$ cat config.mk
export PLATFORM = sky130hd
export DESIGN_NAME = r2l_outfmt
export DESIGN_NICKNAME = d
export VERILOG_FILES = /design/src/hw/rtl/r2l_pkg.sv /design/src/hw/rtl/r2l_outfmt.sv
export SDC_FILE = /design/constraint.sdc
export NUM_CORES = 1
export LEC_CHECK = 0
export BUFFER_PORTS_ARGS = -buffer_cell sky130_fd_sc_hd__buf_2
export CORE_AREA = 2 2 256 195
export DETAILED_ROUTE_END_ITERATION = 7
export DIE_AREA = 0 0 258 197
export GPL_ROUTABILITY_DRIVEN = 0
export HOLD_SLACK_MARGIN = 0.02
export PLACE_DENSITY = 0.56
export SLEW_MARGIN = 20
export SYNTH_ARGS = -nofsm -noshare
export SYNTH_HDL_FRONTEND = slang
export SYNTH_SLANG_ARGS = --single-unit
$ cat constraint.sdc
create_clock -name clk -period 12.95 [get_ports clk]
set_input_delay 0.6475 -clock clk [delete_from_list [all_inputs] [get_ports clk]]
set_output_delay 0.6475 -clock clk [all_outputs]
set_load 0.1 [all_outputs]
$ cat src/hw/rtl/r2l_pkg.sv
// ----------------------------------------------------------------------------
// r2l_pkg
// Beat types, conversion constants and the elaboration-time sRGB gamma curve.
// ----------------------------------------------------------------------------
package r2l_pkg;

  typedef struct packed {
    logic [7:0] red;
    logic [7:0] green;
    logic [7:0] blue;
  } rgb_pix_t;

  typedef struct packed {
    logic [7:0] lightness;
    logic [7:0] green_red_axis;
    logic [7:0] blue_yellow_axis;
  } lab_pix_t;

  // sRGB to XYZ matrix and D65 white, scaled by 1e6
  localparam int unsigned MAT_E6 [3][3] = '{
    '{412453, 357580, 180423},
    '{212671, 715160, 72169},
    '{19334, 119193, 950227}
  };
  localparam int unsigned WHITE_E6 [3] = '{950456, 1000000, 1088754};

  localparam int unsigned COEF_W     = 20;
  localparam int unsigned DIV_STAGES = 4;

  function automatic longint unsigned pow5_q30(longint unsigned y);
    longint unsigned p;
    p = y;
    for (int i = 0; i < 4; i++) begin
      p = (p * y) >> 30;
    end
    return p;
  endfunction

  // Linearized sRGB channel in Q(frac), used only to fill the gamma table
  function automatic longint unsigned srgb_lin(int unsigned c, int unsigned frac);
    longint unsigned cl, num, t, u, lo, cand, lin, res;
    cl = longint'(c);
    if (cl * 100000 <= 64'd1031475) begin
      num = (cl << frac) * 100;
      res = (num + 164730) / 329460;
    end else begin
      t  = (((cl * 1000 + 14025) << 30) + 134512) / 269025;
      u  = (t * t + (64'd1 << 29)) >> 30;
      lo = 0;
      // largest root with pow5 not above u, one bit at a time
      for (int i = 30; i >= 0; i--) begin
        cand = lo | (64'd1 << i);
        if (pow5_q30(cand) <= u) lo = cand;
      end
      lin = (u * lo + (64'd1 << 29)) >> 30;
      res = (lin + (64'd1 << (29 - frac))) >> (30 - frac);
    end
    return res;
  endfunction

endpackage

$ cat src/hw/rtl/r2l_outfmt.sv
// ----------------------------------------------------------------------------
// r2l_outfmt
// Forms L*, a*, b* from the f() values, then rounds and saturates to 8 bits.
// Two register stages.
// ----------------------------------------------------------------------------
module r2l_outfmt import r2l_pkg::*; #(
  parameter int FRAC_BITS = 16,
  localparam int FW = FRAC_BITS + 1
) (
  input  logic          clk,
  input  logic          en,
  input  logic [FW-1:0] fx,
  input  logic [FW-1:0] fy,
  input  logic [FW-1:0] fz,
  output lab_pix_t      lab
);

  localparam int LSW = FRAC_BITS + 18;
  localparam int LXW = LSW - 1 - (FRAC_BITS + 2);
  localparam int AW  = FRAC_BITS + 12;
  localparam int ATW = AW - 1 - FRAC_BITS;

  logic [LSW-1:0] lsum;
  logic [AW-1:0]  asum, bsum;
  logic           lneg_r, aneg_r, bneg_r;
  logic [LXW-1:0] lx_r;
  logic [ATW-1:0] at_r, bt_r;
  logic [31:0]    lscaled;
  lab_pix_t       lab_r;

  // (116*fy - 16) * 255 + 50, all in Q(F); 116*255 = 29580
  assign lsum = LSW'(fy) * LSW'(29580) + (LSW'(50) << FRAC_BITS)
              - (LSW'(4080) << FRAC_BITS);
  assign asum = AW'(fx) * AW'(500) - AW'(fy) * AW'(500)
              + (AW'(128) << FRAC_BITS) + (AW'(1) << (FRAC_BITS - 1));
  assign bsum = AW'(fy) * AW'(200) - AW'(fz) * AW'(200)
              + (AW'(128) << FRAC_BITS) + (AW'(1) << (FRAC_BITS - 1));

  // divide by 25 through a reciprocal; exact below the saturation point
  assign lscaled = (32'(lx_r) * 32'(41944)) >> 20;

  always_ff @(posedge clk) begin
    if (en) begin
      lneg_r <= lsum[LSW-1];
      lx_r   <= lsum[LSW-2:FRAC_BITS+2];
      aneg_r <= asum[AW-1];
      at_r   <= asum[AW-2:FRAC_BITS];
      bneg_r <= bsum[AW-1];
      bt_r   <= bsum[AW-2:FRAC_BITS];

      if (lneg_r) lab_r.lightness <= 8'd0;
      else if (lx_r >= LXW'(6400)) lab_r.lightness <= 8'd255;
      else lab_r.lightness <= lscaled[7:0];

      if (aneg_r) lab_r.green_red_axis <= 8'd0;
      else if (at_r > ATW'(255)) lab_r.green_red_axis <= 8'd255;
      else lab_r.green_red_axis <= at_r[7:0];

      if (bneg_r) lab_r.blue_yellow_axis <= 8'd0;
      else if (bt_r > ATW'(255)) lab_r.blue_yellow_axis <= 8'd255;
      else lab_r.blue_yellow_axis <= bt_r[7:0];
    end
  end

  assign lab = lab_r;

endmodule

==> metrics <==
final hold vios=0; nature of the critical path startpoint=input port; crit path capture type=flop; Most common cell on crit path=fa_1; synthesized area per cell=9.63 um2; IO Port Bufs=76; GRT Total Usage=0.155; initial antenna violation count=3; max incr delay on CP=710 ps; max frequency=137 MHz; gr ovfl total=0; worst-margin pin slew=835 ps; number of buffers created by CTS=9; Simple-Gate Fraction of Synth Area=0.0797; number of global-route vias before repair=13600; Tcrit/Tclk final=0.563; CTS tree=yes; die footprint=0.0508 mm2; Cell Area, Synth=0.0191 mm2; MaxCap Viol Count=0; die width=258 um; most frequent cells in the layout=504 x inv_1, 403 x ha_1, 271 x fa_1; worst hold path class=reg -> reg; Seq/Total Area, Yosys=0.101; YS warnings=0; number of distinct library cells after synthesis=80; initial cell density of the core=0.395; fraction of layout cells with a size suffix above 1=0.0683; Clock Sinks=64; Clock Skew=4.46 ps; Syn Inst Count=1979; CP arrival=7370 ps; via-per-instance ratio=4.77; io pins=77; Worst-path clk slew=60 ps; Final #Nets=2786; largest family of logic cells by synthesized area=adder cells; Slew HR=0.444; htree depth=3; via count=12900; Synth async-reset ratio=0; Primary FF master, synth=edfxtp_1; clock root cell=clkbuf_16; mux contribution to synthesized area=0.000525; Post-Synth XOR/XNOR Area=0.0660; Post-Synth Adder-Cell Area=0.550; CP Max Fanout=9; fillcell total=4702; maximum buffer depth of the clock tree=2; outcome=complete, no violations; number of synthesized register bits=64; Iteration-0 DRC Markers=419; Max Slew Vio Count=0; Skew-Pair Late Insertion Delay=330 ps; setup bufs post-CTS=0; row count=70; critical path's slowest cell=a2111oi_0; core box area=0.0483 mm2; setup TNS=0 ps; detailed placement HPWL=34400 um; commonest non-fill, non-tap cell in the layout=inv_1; cts hold-fix bufs=0; min Tclk post-route=7290 ps; die height=197 um; WL/cell=13.9 um; pin count of the biggest net entering global routing=65; PostCTS Resize Cnt=0; Worst Path Required=13030 ps; final setup fails=0; crit path kind=in -> reg; Post-synth EDFFs=64; first-pass GRT wire length=65300 um; Layout Area Growth over Synthesis=7.88%; Residual DRC=0; Initial DRT Pass Iterations=5; Post-Syn Nets=2706; Synth Area in Compound Gates=0.102; unrepaired setup endpoints after global routing=false; Post-Route WL=37700 um; Routed Antenna Nets=0
routing by layer:
layer,global-route usage,share of wire,up-vias,wire length (um)
met3,0.0141,0.020,21,768
met5,0,0,-,0
li1,-,-,6589,-
met4,0.0287,0.010,0,383
met2,0.252,0.45,119,16900
met1,0.227,0.52,6215,19600
worst paths after layout:
path,from,to,slack (ps),cells past startpoint
setup / recovery,fy[0],at_r[10],5660,26
hold / removal,bt_r[3],lab[3],540,2
setup reg to reg,lx_r[5],lab[22],7320,22
hold reg to reg,bt_r[3],lab[3],540,2
cell type report:
cell class / instances / area (um2) / share of cell area
diodes: 3 / 7.51 / 0.000365
multi-input cells: 1403 / 15200 / 0.740
flip-flops and latches: 64 / 1920 / 0.0935
inverters: 504 / 1890 / 0.0920
repair buffers: 77 / 388 / 0.0189
clock buffers: 9 / 225 / 0.0110
well taps: 648 / 811 / 0.0394
clock inverters: 7 / 101 / 0.00493
cell usage after synthesis (5+ instances only):
library cell	number	area, um2
or2_2	5	31.3
a211oi_1	9	67.6
nand2b_1	24	150
a31oi_1	8	50.1
nand2_1	62	233
nor2b_1	11	68.8
nor2_1	103	387
a21o_1	28	210
fa_1	271	5430
inv_1	504	1890
a211o_1	6	52.6
nand4_1	9	56.3
edfxtp_1	64	1920
o21ai_0	51	255
and2_1	8	50.1
xnor2_1	79	692
ha_1	403	5040
clkbuf_1	5	18.8
o21a_1	13	97.6
xor2_1	61	534
a41oi_1	6	52.6
nand3_1	20	100
or3_1	5	31.3
o211ai_1	5	37.5
and3_1	10	62.6
nor3_1	31	155
a21oi_1	88	440
o21bai_1	5	37.5
registers in the layout, indices dropped and copies added, names as in the netlist:
name and count:
lab 24, bneg_r 1, bt_r 11, lx_r 15, at_r 11, lneg_r 1, aneg_r 1
critical path, delay by kind of cell:
family,cells,cell delay [ps]
compound gates,11,2510
simple gates,3,820
fa+ha+maj,6,2690
buf+inv,4,330
xor+xnor,2,370
per-stage QoR:
step | hold slack (ps) | utilization | instances | area [um2] | setup slack, ps
2_1_floorplan | 513 | - | 1979 | 19100 | 6060
6_report | 545 | 0.426 | 2715 | 20600 | 5660
3_5_place_dp | 536 | 0.419 | 2696 | 20200 | 5300
4_1_cts | 551 | 0.426 | 2712 | 20600 | 5660
5_1_grt | 561 | 0.426 | 2715 | 20600 | 5040
3_3_place_gp | 532 | 0.419 | 2696 | 20200 | 5400
cell families after synthesis:
| family | after synthesis |
|---|---|
| AO/OA/AOI/OAI | 279 |
| buffers and inverters | 512 |
| adder cells (fa/ha/maj) | 675 |
| flip-flops | 64 |
| AND/OR/NAND/NOR | 306 |
| multiplexers | 1 |
| XOR/XNOR | 142 |
Power is not shown: default switching activity piles up to over one toggle a cycle in this logic, so the estimate is an artifact.
