**config.mk**
```make
export PLATFORM = sky130hd
export DESIGN_NAME = r2l_cdiv
export DESIGN_NICKNAME = d
export VERILOG_FILES = /design/src/hw/rtl/r2l_cdiv.sv
export SDC_FILE = /design/constraint.sdc
export NUM_CORES = 1
export LEC_CHECK = 0
export ABC_AREA = 1
export BUFFER_PORTS_ARGS = -buffer_cell sky130_fd_sc_hd__buf_2
export CORE_ASPECT_RATIO = 0.75
export CORE_MARGIN = 1
export CORE_UTILIZATION = 60
export DETAILED_ROUTE_END_ITERATION = 10
export PLACE_DENSITY = 0.77
export SETUP_SLACK_MARGIN = 0.5
export SYNTH_ARGS = -nofsm -noshare
export SYNTH_HDL_FRONTEND = slang
export SYNTH_SLANG_ARGS = --single-unit
export TNS_END_PERCENT = 5
```
**constraint.sdc**
```tcl
create_clock -name clk -period 8.8 [get_ports clk]
set_input_delay 1.32 -clock clk [delete_from_list [all_inputs] [get_ports clk]]
set_output_delay 1.32 -clock clk [all_outputs]
set_load 0.01 [all_outputs]
```
**src/hw/rtl/r2l_cdiv.sv**
```systemverilog
// ----------------------------------------------------------------------------
// r2l_cdiv
// Floor division by a constant: reciprocal multiply in two halves, then one
// compare-and-correct step. Four register stages.
// ----------------------------------------------------------------------------
module r2l_cdiv #(
  parameter int              NW  = 37,
  parameter longint unsigned DIV = 1160,
  parameter int              QW  = 17
) (
  input  logic          clk,
  input  logic          en,
  input  logic [NW-1:0] num,
  output logic [QW-1:0] quo
);

  localparam longint unsigned Recip = (64'd1 << NW) / DIV;
  localparam int MW = $clog2(Recip + 1);
  localparam int DW = $clog2(DIV + 1);
  localparam int LO = NW / 2;
  localparam int HI = NW - LO;
  localparam int SW = NW + MW;

  logic [LO+MW-1:0] plo_r;
  logic [HI+MW-1:0] phi_r;
  logic [NW-1:0]    n1_r, n2_r, n3_r;
  logic [SW-1:0]    sum;
  logic [MW-1:0]    q0_r, q1_r;
  logic [MW+DW-1:0] prod_r;
  logic [NW-1:0]    rem;
  logic [MW:0]      qinc;
  logic [QW-1:0]    quo_r;

  assign sum  = (SW'(phi_r) << LO) + SW'(plo_r);
  assign rem  = n3_r - NW'(prod_r);
  assign qinc = (MW+1)'(q1_r) + (MW+1)'(1);

  always_ff @(posedge clk) begin
    if (en) begin
      plo_r  <= (LO+MW)'(num[LO-1:0]) * (LO+MW)'(Recip);
      phi_r  <= (HI+MW)'(num[NW-1:LO]) * (HI+MW)'(Recip);
      n1_r   <= num;
      q0_r   <= MW'(sum >> NW);
      n2_r   <= n1_r;
      prod_r <= (MW+DW)'(q0_r) * (MW+DW)'(DIV);
      q1_r   <= q0_r;
      n3_r   <= n2_r;
      // estimate is low by at most one
      quo_r  <= (rem >= NW'(DIV)) ? QW'(qinc) : QW'(q1_r);
    end
  end

  assign quo = quo_r;

endmodule

```
==> flow_summary.ini, run 1 <==
[routing]
final_antenna_net_count = 0
via_count = 21400
wl_per_cell_um = 18.3
drt_iter0_markers = 1587
drc = 0
vias_per_cell = 5.41
routed_wl_mm = 72.3
dr.pass1.iters = 7

[logic_synthesis]
synthCells = 3213
synth_top_family_by_area = adder cells
synthSimpleGateAreaFrac_pct = 12.9
synth_compound_area_share_pct = 6.15
synth_top_area_share_pct = 26.1
yosys-top-cells-area = edfxtp_1, fa_1, ha_1, inv_1, nand2_1
yosys.area.top_type = edfxtp_1
synth-edff-count = 253
syn_area_sq_mm = 0.0291
ys_ff_latch = 253
synth_xor_area_share_pct = 3.49
ys_seq_area_share_pct = 26.1
muxShareOfSynthArea_pct = 0
synth.most_common_cell = inv_1
synthArstFlopShare_pct = 0
ys.flop_type = edfxtp_1
yosys_warnings = 0
synthesis.nets = 4005
syn_area_per_cell_sq_um = 9.07
synthAdderAreaFrac_pct = 40.0
netlist_top_cells_count = inv_1, nand2_1, ha_1
synthDistinctLibCells = 45

[clock_tree]
root_buffer = clkbuf_16
cts_resized = 0
cts_buffer_depth = 3
clk_pin_slew_ns = 0.07
cts_buffers = 28
htreeDepth = 1
cts_tree = yes
post_cts_buffers = 0
clk_latency_ns = 0.60
ctsHoldBuffers = 0
clock_sinks = 253

[timing]
fmax_mhz = 149
tightest_slew_ns = 1.21
max_slew_margin_pct = 19.2
period_share_pct = 76.3
fin_worst_skew_ns = 0.0558
hold_viol = 0
period_needed_ns = 6.71
rsz0062_at_grt = no
drv_slew = 0
tns_ns = 0
setup_viol_count_final = 0

[place]
dp_hpwl_mm = 61.9
gp_congestion = 1.01
io_buffers = 55

[worst_setup_path]
crit_path_frequent_cell = fa_1
cpPeakStageDelay_ns = 0.72
crit_path_start_kind = primary input
worst-path-max-fanout = 6
required_ns = 9.14
r2r_start = q0_r[4]
worst-setup-path-type = primary input to register
rr_worst_depth = 18
crit_path_top_delay_cell = fa_1
critPathCaptureType = register
timing.rr.end = prod_r[34]
r2r_setup_slack_ns = 4.66
worstPathCellList = buf_2 > fa_1 > inv_1 > fa_1 > inv_1 > fa_1 > fa_1 > inv_1 > fa_1 > inv_1 > fa_1 > ha_1 > nand2_1 > o21ai_0 > a21oi_1 > nand2_1 > a21oi_1 > o21ai_0 > a21oi_1 > xnor2_1
cp_data_arrival_time_ns = 7.05

[status]
status = finished, final reports clean

[floorplan]
io_pins = 56
start_util_pct = 61.1
num_rows = 69
die_h_um = 193
die_w_um = 256
dieArea_sq_mm = 0.0494
core_sq_mm = 0.0477

[grt]
antenna_found_initial = 1
grt_first_pass_wirelength_mm = 117
grt_pass1_vias = 21800
grt_max_degree = 96
grt_overflow = 0
track_usage_pct = 30.5

[cells_and_area]
layout-drive-gt1-share_pct = 4.28
fill_cells = 3951
area_growth_pct = 7.22
diodes = 0
fin_nets = 4089

[min_path]
worstHoldEndpoint = n2_r[9]
hp-start = n1_r[9]
worstHoldPathCells = 0
hold_path_class = register to register

[job]
drv_cap = 0
## worst max-delay path: cells and delay by family
family / cells / cell delay (ns)
AOI/OAI and AO/OA: 5 / 1.09
and+or+nand+nor: 2 / 0.21
adders and majority gates: 7 / 3.66
xor gates and xnor gates: 1 / 0.18
buffers and inverters: 5 / 0.57
## final cells by class
cell class / count / area [sq um] / share of cell area, %
inverters: 875 / 3280 / 10.5
multi-input cells: 2082 / 18200 / 58.3
clock buffers: 29 / 704 / 2.26
repair buffers: 57 / 300 / 0.961
flip-flops and latches: 253 / 7600 / 24.3
clock inverters: 23 / 332 / 1.06
well taps: 639 / 800 / 2.56
## state kept, by name, indices dropped and copies added, names as in the netlist
signal / cells
q1_r: 17
n3_r: 34
q0_r: 27
plo_r: 21
n1_r: 34
prod_r: 30
n2_r: 34
phi_r: 39
quo: 17
## cell families (layout without fill, tap and decap cells)
| logic type | Yosys count | count (layout) |
|---|---|---|
| simple gates | 893 | 893 |
| buf+inv | 878 | 984 |
| fa+ha+maj | 753 | 753 |
| compound gates | 320 | 320 |
| flops | 253 | 253 |
| xor+xnor | 116 | 116 |
## cells in the final DEF, fill, tap and decap left out, types with 4 or more instances in the layout
cell type and count:
fa_1 297, o21ai_0 81, o21bai_1 10, nor3_1 33, a21o_1 11, o221ai_1 4, nand3b_1 9, a21oi_1 167
a31oi_1 14, nand3_1 91, inv_6 6, or2_2 4, nand2_1 529, o21a_1 7, nor3_2 4, clkbuf_16 28
a21boi_0 7, ha_1 456, nor2_1 162, nand2_2 8, clkinv_1 4, nand4_1 28, edfxtp_1 253, xor2_1 81
nor4_1 4, bufinv_16 6, xnor2_1 35, buf_2 54, inv_1 872, nor2_2 8
## per-stage QoR
stage	setup WS (ns)	hold WS (ns)	utilization (%)	area, sq um	std cells
6_report	2.09	0.390	65.5	31200	3958
5_1_grt	1.79	0.402	65.5	31200	3958
4_1_cts	2.17	0.385	65.5	31200	3958
3_5_place_dp	1.60	0.405	63.4	30200	3906
3_3_place_gp	1.66	0.400	63.4	30200	3906
2_1_floorplan	2.38	0.400	-	29100	3213
## metal layers
metal  track usage [%]  wire length (um)
met3              6.03              5530
met1              44.2             33700
met2              48.3             31900
met5                 0                 0
met4              5.20              1160
## worst max-delay path by stage
| stage | startpoint | to | cells after the start |
|---|---|---|---|
| final | num[34] | phi_r[39] | 20 |
| after global placement | num[34] | phi_r[43] | 23 |
| after detailed placement | num[34] | phi_r[39] | 22 |
| after global routing | num[34] | phi_r[39] | 20 |
| after CTS | num[34] | phi_r[39] | 20 |
| after floorplan | num[34] | phi_r[42] | 20 |
Power of run 1 is not shown: default switching activity piles up to over one toggle a cycle in this logic, so the estimate is an artifact.
==> run 2, diff against run 1 <==
--- a/config.mk
+++ b/config.mk
@@ -5,13 +5,13 @@
 export SDC_FILE = /design/constraint.sdc
 export NUM_CORES = 1
 export LEC_CHECK = 0
-export ABC_AREA = 1
+export ABC_AREA = 0
 export BUFFER_PORTS_ARGS = -buffer_cell sky130_fd_sc_hd__buf_2
 export CORE_ASPECT_RATIO = 0.75
 export CORE_MARGIN = 1
-export CORE_UTILIZATION = 60
+export CORE_UTILIZATION = 59
 export DETAILED_ROUTE_END_ITERATION = 10
-export PLACE_DENSITY = 0.77
+export PLACE_DENSITY = 0.79
 export SETUP_SLACK_MARGIN = 0.5
 export SYNTH_ARGS = -nofsm -noshare
 export SYNTH_HDL_FRONTEND = slang
==> constraint.sdc (replaced) <==
create_clock -name clk -period 5.7 [get_ports clk]
set_input_delay 0.855 -clock clk [delete_from_list [all_inputs] [get_ports clk]]
set_output_delay 0.855 -clock clk [all_outputs]
set_load 0.01 [all_outputs]
==> flow_summary.ini, run 2 <==
[status]
status = complete, but fails checks
failed_checks = setup timing

[cells_and_area]
fin_cells = 3445
layout-drive-gt1-share_pct = 17.1
layout_common_cells = inv_1, ha_1, buf_4
final_common_cell = inv_1
top_register = phi_r
area_growth_pct = 16.8
fill_cells = 3238
fin_nets = 3629
largest_reg_flops = 39

[grt]
grt_overflow = 0
track_usage_pct = 29.0
antenna_found_initial = 2
grt_first_pass_wirelength_mm = 104
grt_max_degree = 129
grt_pass1_vias = 19800

[routing]
via_count = 18600
vias_per_cell = 5.39
final_antenna_net_count = 0
drt_iter0_markers = 1102
drc = 0
wl_per_cell_um = 18.8
routed_wl_mm = 64.8
dr.pass1.iters = 5

[timing]
tightest_slew_ns = 0.953
layout_setup_ws_ns = -0.563
period_needed_ns = 6.26
hold_viol = 0
setup_viol_count_final = 25
max_slew_margin_pct = 36.5
rsz0062_at_grt = yes
fin_worst_skew_ns = 0.0297
fmax_mhz = 160
period_share_pct = 110
drv_slew = 0

[place]
dpl.cell_count = 3387
gp_congestion = 0.975
io_buffers = 55
dp_hpwl_mm = 54.9

[floorplan]
core_sq_mm = 0.0448
start_util_pct = 60.0
die_w_um = 248
dieArea_sq_mm = 0.0464
io_pins = 56
die_h_um = 187
num_rows = 67

[worst_setup_path]
worst-setup-path-type = primary input to register
crit_path_start_kind = primary input
worst-path-max-fanout = 3
required_ns = 6.00
cp_data_arrival_time_ns = 6.56
critPathCaptureType = register

[clock_tree]
clk_pin_slew_ns = 0.07
cts_buffer_depth = 3
clock_sinks = 253
clk_latency_ns = 0.57
cts_buffers = 27
cts_tree = yes
root_buffer = clkbuf_16
ctsHoldBuffers = 0
htreeDepth = 1

[logic_synthesis]
syn_area_sq_mm = 0.0269
synth_top_area_share_pct = 28.3
synthArstFlopShare_pct = 0
synthDistinctLibCells = 72
yosys-top-cells-area = edfxtp_1, fa_1, ha_1, inv_1, xnor2_1
ys_ff_latch = 253
ys.flop_type = edfxtp_1
yosys_warnings = 0
netlist_top_cells_count = inv_1, ha_1, fa_1
yosys.area.top_type = edfxtp_1
synthCells = 2466
synth.most_common_cell = inv_1
ys_seq_area_share_pct = 28.3
synthesis.nets = 3258
syn_area_per_cell_sq_um = 10.9
synth-edff-count = 253

[job]
drv_cap = 0

[min_path]
hold_path_class = register to register
[run 2: changes by cell type in the layout (fill, tap and decap cells not counted), moves of 21 or more]
cell	delta
a21o_1	+41
a21oi_1	-91
buf_4	+288
inv_1	-236
nand2_1	-464
nand3_1	-59
nor2_1	-80
nor2b_1	+21
o21ai_0	-40
xnor2_1	+52
xor2_1	-37
[run 2: cell type report]
cell class	instances	area (sq um)	area share (%)
Sequential cell	253	7600	24.2
Timing Repair Buffer	351	2560	8.15
Antenna cell	1	2.50	0.00798
Tap cell	586	733	2.34
Clock buffer	33	698	2.23
Inverter	644	2420	7.71
Clock inverter	17	164	0.522
Multi-Input combinational cell	1560	17200	54.8
[run 2: kinds of logic after synthesis]
group | after synthesis | share of synthesized area, %
DFF | 253 | 28.3
buffers and inverters | 653 | 9.20
muxes | 8 | 0.303
adders and majority gates | 753 | 43.4
xor gates and xnor gates | 133 | 4.34
and+or+nand+nor | 329 | 6.10
AOI/OAI and AO/OA | 337 | 8.40
[run 2: path summary, 6_finish.rpt]
| kind | startpoint | endpoint | slack, ns | depth (start not counted) |
|---|---|---|---|---|
| worst max-delay path | num[5] | plo_r[41] | -0.56 | 24 |
| worst min-delay path | n1_r[27] | n2_r[27] | 0.40 | 0 |
| worst max register to register | q1_r[0] | quo[1] | 0.72 | 13 |
| worst min register to register | n1_r[27] | n2_r[27] | 0.40 | 0 |
[run 2: critical path, cell delays in order]
cell       delay, ns
buf_2           0.12
fa_2            0.63
inv_2           0.06
fa_2            0.57
inv_2           0.04
ha_4            0.25
inv_2           0.03
fa_1            0.53
inv_1           0.05
fa_1            0.52
fa_1            0.44
ha_1            0.29
o21a_1          0.20
o211ai_1        0.28
o22ai_2         0.13
o2111ai_2       0.24
a21oi_2         0.11
o21ai_2         0.21
o21ai_2         0.13
a2111oi_4       0.36
nor2_1          0.10
a21o_1          0.20
a21oi_2         0.13
xnor2_1         0.07
[run 2: stage by stage]
stage | utilization (%) | hold slack, ns | cell area, sq um | worst slack, ns | setup TNS, ns
detailed placement | 67.2 | 0.405 | 30100 | -1.36 | -32.94
floorplan | - | 0.400 | 27000 | -0.772 | -12.54
finish | 70.1 | 0.402 | 31400 | -0.563 | -7.98
global placement | 67.2 | 0.401 | 30100 | -1.31 | -29.99
CTS | 69.6 | 0.397 | 31100 | -0.519 | -7.04
global route | 70.1 | 0.416 | 31400 | -0.739 | -12.59
[run 2: layer usage]
layer | GRT usage, % | vias up | share of wire (%)
li1 | - | 8893 | -
met2 | 44.9 | 468 | 45
met4 | 3.96 | 0 | 1.3
met5 | 0 | - | 0
met3 | 4.80 | 71 | 6.3
met1 | 43.9 | 9136 | 48
[run 2: repair_timing]
action / 4_1_cts / 5_1_grt
setup endpoints to repair: 45 / 49
gates resized for setup: 41 / 41
setup buffers: 3 / 4
pin swaps: 24 / 31
Power of run 2 is left out for the same reason.
